[src/rtl/hcb_ram.sv]
// Generic single-write, single-read RAM with registered read data.
// No dependencies.
`default_nettype none
module hcb_ram #(
  parameter int unsigned Width = 8,
  parameter int unsigned Depth = 256
) (
  input  wire logic                     clk_i,
  input  wire logic                     we_i,
  input  wire logic [$clog2(Depth)-1:0] waddr_i,
  input  wire logic [Width-1:0]         wdata_i,
  input  wire logic [$clog2(Depth)-1:0] raddr_i,
  output logic      [Width-1:0]         rdata_o
);

  logic [Width-1:0] mem_q [Depth];

  always_ff @(posedge clk_i) begin
    if (we_i) begin
      mem_q[waddr_i] <= wdata_i;
    end
    rdata_o <= mem_q[raddr_i];
  end

endmodule
`default_nettype wire

[config.mk]
export PLATFORM = sky130hd
export DESIGN_NAME = hcb_ram
export DESIGN_NICKNAME = d
export VERILOG_FILES = /design/src/rtl/hcb_ram.sv
export SDC_FILE = /design/constraint.sdc
export NUM_CORES = 2
export LEC_CHECK = 0
export BUFFER_PORTS_ARGS = -buffer_cell sky130_fd_sc_hd__buf_2
export CORE_MARGIN = 2
export CORE_UTILIZATION = 39
export DETAILED_ROUTE_END_ITERATION = 10
export HOLD_SLACK_MARGIN = 0.06
export PLACE_DENSITY = 0.53
export SETUP_SLACK_MARGIN = 0.5
export SLEW_MARGIN = 20
export SYNTH_ARGS = -nofsm -noshare
export SYNTH_HDL_FRONTEND = slang
export SYNTH_SLANG_ARGS = --single-unit
[constraint.sdc]
create_clock -name clk_i -period 4.6 [get_ports clk_i]
set_input_delay 0 -clock clk_i [delete_from_list [all_inputs] [get_ports clk_i]]
set_output_delay 0 -clock clk_i [all_outputs]
set_load 0.1 [all_outputs]
# ---- Word level (Yosys, flattened, before mapping)
# Memories as Yosys holds them, arrays and structs flattened. A register that Yosys moved wholly into a read port is not among the register bits.
# Cells that the tools add are included.
dict set report word_totals {
  register_bits 0
  ram_bits 2048
  inputBits 26
  output_inout_bits 8
  word_cells 3
  mem_count 1
}
dict set report op_classes {
  n_mux 2
}
# name depth width read_ports rd_ports_with_merged_regs wr line_no
set memory_table {}
lappend memory_table {mem_q 256 8 1 1 1 16} ;# logic [Width-1:0] mem_q [Depth];
# operator count
set op_table {}
lappend op_table {{2-to-1 mux 1 bit} 2}

# ---- Longest topological paths before layout
dict set report logic_depth {
  depth_word 2
  mapped_depth 11
}

# ---- Least setup slack after synthesis
# Ideal clock, no wire load.
dict set report synth_path {
  path_type {input to register}
  startpoint {input port raddr_i[0]}
  endpoint {register rdata_o[2], read port of mem_q}
  setup_time_ns 0.131
  arrival_ns 1.807
  slack_ns 2.662
  stages 9
  n_path_buf 4
  cell_sequence {buf_6 buf_12 buf_8 buf_2 mux4_2 a22oi_1 a21oi_1 nor4_1 nor4_2}
}
# element line_no
set synth_lines {}
lappend synth_lines {{start: declaration} 12} ;# input wire logic [$clog2(Depth)-1:0] raddr_i,
lappend synth_lines {{end: declaration} 13} ;# output logic [Width-1:0] rdata_o

# ---- Worst setup path after layout
dict set report layout_path {
  startpoint {input port waddr_i[3]}
  endpoint {memory mem_q[120][4] (enable)}
}
# element line_no
set layout_lines {}
lappend layout_lines {{start: declaration} 10} ;# input wire logic [$clog2(Depth)-1:0] waddr_i,
lappend layout_lines {{end: declaration} 16}
# No word-level cell before the write port.

==> metrics.md <==
| Metric | Value |
|---|---|
| YS warnings | `0` |
| XOR/XNOR Fraction of Synth Area | `0%` |
| Hold Fails Final Rpt | `0` |
| Layout cell share with drive strength beyond 1 | `22.92%` |
| Post-Syn Area per Cell | `21.31 um^2` |
| Min-delay worst type | `in2reg` |
| Outcome | `finished clean` |
| Slew @ Worst Pin | `1.143 ns` |
| Port Buffers | `33` |
| Complex-gate fraction of the synthesized area | `3.419%` |
| Mapped Cells | `3733` |
| Core area | `202500 um^2` |
| Tot GR Track Use | `20.54%` |
| Worst Path Required | `5.07 ns` |
| Net Count, Synth | `3759` |
| Max_slew headroom | `23.08%` |
| Number of CTS-inserted buffers | `210` |
| Worst path cell trace | `dlygate4sd3_1 > buf_2 > nor2b_1 > nand3_2 > buf_4 > nor2_1` |
| Root Driver | `clkbuf_16` |
| Largest family of logic cells by synthesized area | `multiplexers` |
| CP max stage delay | `0.88 ns` |
| CTS tree | `yes` |
| Initial antenna violation count | `16` |
| Endpoints failing setup | `0` |
| Max-cap violations | `0` |
| Worst VDD drop | `337.9 uV` |
| DRT Pass-1 Iters | `5` |
| Clk buf depth | `3` |
| Final wirelength | `214.9 mm` |
| Register bit total from synthesis | `2056` |
| Wirelength per Cell | `31.86 um` |
| Yosys cell types | `55` |
| Chip height | `455.7 um` |
| Area Growth Syn to Fin | `13.07%` |
| Fill count | `17170` |
| DP HPWL | `132.0 mm` |
| Clk pin slew, worst setup/hold paths | `0.06 ns` |
| Adder-cell area share of the yosys netlist | `0%` |
| RSZ-0062 raised after global routing | `no` |
| ANT nets after route | `0` |
| Synth Cell Area | `79560 um^2` |
| Pwr Density | `438.5 nW/um^2` |
| Clk_lat worst skew | `0.86 ns` |
| Final period utilization | `67.23%` |
| Startpoint types | `input port` |
| Seq/Total Area, Yosys | `77.50%` |
| Critical path arrival | `3.56 ns` |
| Async SR Flop Fraction | `0%` |
| EDFF count, synth | `2048` |
| DR vias/cell | `5.779` |
| Total chip power | `0.03945 W` |
| Slowest cell on the critical path | `nand3_2` |
| Main synth FF type | `edfxtp_1` |
| # clock sinks | `2056` |
| Highest clock rate | `0.3234 GHz` |
| Total global routing overflow | `0` |
| Critical Path Fanout Max | `11` |
| Routed via count | `38973` |
| Largest net degree at the start of global routing | `148` |
| # H-tree levels | `4` |
| Global placement routability congestion | `0.8243` |
| Crit end category | `register` |
| Worst reg2reg setup slack | `1.71 ns` |
| Vias in the first global route | `39074` |
| Initial Util | `39.28%` |
| Post-synthesis simple-gate area fraction | `2.628%` |
| Residual DRC | `0` |
| Initial DRC count | `4698` |
| Setup CP Type | `in2reg` |
| Mux cell area share after synthesis | `14.62%` |
| Die area | `207600 um^2` |
| Period minus WS final | `3.092 ns` |
| Site Rows | `165` |
| Num ports | `34` |
| Setup_tns | `0 ns` |
| Clock Skews | `0.04930 ns` |
| Post-CTS Resized | `0` |
| Leak | `27.49 nW` |
| Die Wd | `455.7 um` |
| # nets final | `3908` |
| First-pass GRT wire length | `303.8 mm` |
| Slew Limit Fails | `0` |
[cell usage in the layout, fill, tap and decap left out, drive strengths merged, types with 12 or more instances in the layout]
| master | count |
|---|---|
| buf | 158 |
| diode | 15 |
| o22ai | 28 |
| mux4 | 456 |
| a211oi | 16 |
| nor2 | 282 |
| o221ai | 47 |
| nand2 | 33 |
| a221oi | 14 |
| nand3 | 34 |
| clkbuf | 258 |
| mux2i | 134 |
| clkinv | 106 |
| dlygate4sd3 | 12 |
| o21ai | 12 |
| bufinv | 17 |
| nor3 | 22 |
| edfxtp | 2048 |
| a21oi | 96 |
| nor2b | 31 |
| nor4 | 27 |
| a22oi | 133 |
[worst max-delay path: cells and delay by family]
family                 cells  cell delay (ns)
buffers and inverters      3             1.39
AND/OR/NAND/NOR            3             2.15
[power by group]
part	total [W]	internal (W)	switching (W)	leakage [nW]
sequential	0.0207	0.0207	0.0000570	18.5
clock	0.0167	0.00938	0.00730	3.27
combinational	0.00205	0.000650	0.00140	5.74
[synthesized netlist by cell type, types with 28 or more instances]
cell type     n  area share [%]
edfxtp_1   2048              77
mux4_2      454              13
nor2_1      282             1.3
mux2i_1     134             1.7
a22oi_1     133             1.3
clkbuf_1    111            0.52
a21oi_1      96            0.60
o221ai_1     46            0.51
nand3_1      34            0.21
nand2_1      33            0.16
buf_2        31            0.20
nor2b_1      31            0.24
o22ai_1      28            0.22
[path summary, 6_finish.rpt]
check	start	to	cells past startpoint
max reg2reg	mem_q[27][5]	rdata_o[5]	6
max	waddr_i[3]	mem_q[120][4]	6
min	waddr_i[4]	mem_q[60][5]	4
min reg2reg	mem_q[41][3]	rdata_o[3]	6
[routing by layer]
metal  wire length [um]  global-route usage, %  up-vias  share of wire [%]
met3              15810                  4.015      292                7.4
met4               6101                  6.441        2                2.8
li1                   -                      -    16056                  -
met5                 13                      0        -             0.0061
met2              98880                  31.06     1510                 46
met1              94050                  30.11    21113                 44
[kinds of logic after synthesis]
| group | after synthesis |
|---|---|
| buffers and inverters | 235 |
| DFF | 2056 |
| and+or+nand+nor | 466 |
| AOI/OAI and AO/OA | 385 |
| muxes | 591 |
[stage by stage]
step	util (%)	hold slack [ns]	cells	setup slack, ns	instance area, um^2
floorplan	-	0.09887	3733	2.662	79560
global placement	41.01	0.5008	6329	0.7130	83050
detailed placement	41.02	0.5085	6330	0.7116	83080
CTS	44.40	0.06983	6729	1.570	89920
global route	44.40	0.1175	6734	1.510	89930
finish	44.42	0.1405	6744	1.508	89950
[state kept, by name (all words and copies together), names as in the netlist]
| register | flops |
|---|---|
| mem_q | 2048 |
| rdata_o | 8 |
[what timing repair did]
action / CTS / global route
buffers inserted: 0 / 0
hold buffers: 12 / 0
hold endpoints to repair: 1162 / 0
[layout make-up]
class | instances | area [um^2] | share of cell area, %
diodes | 15 | 37.54 | 0.04173
clock buffers | 258 | 5435 | 6.042
clock inverters | 129 | 1281 | 1.424
inverters | 2 | 7.507 | 0.008346
multi-input cells | 1442 | 16540 | 18.38
flip-flops and latches | 2056 | 61660 | 68.55
well taps | 2672 | 3343 | 3.717
repair buffers | 170 | 1654 | 1.839
Note: power is estimated with default switching activity, not from simulation.
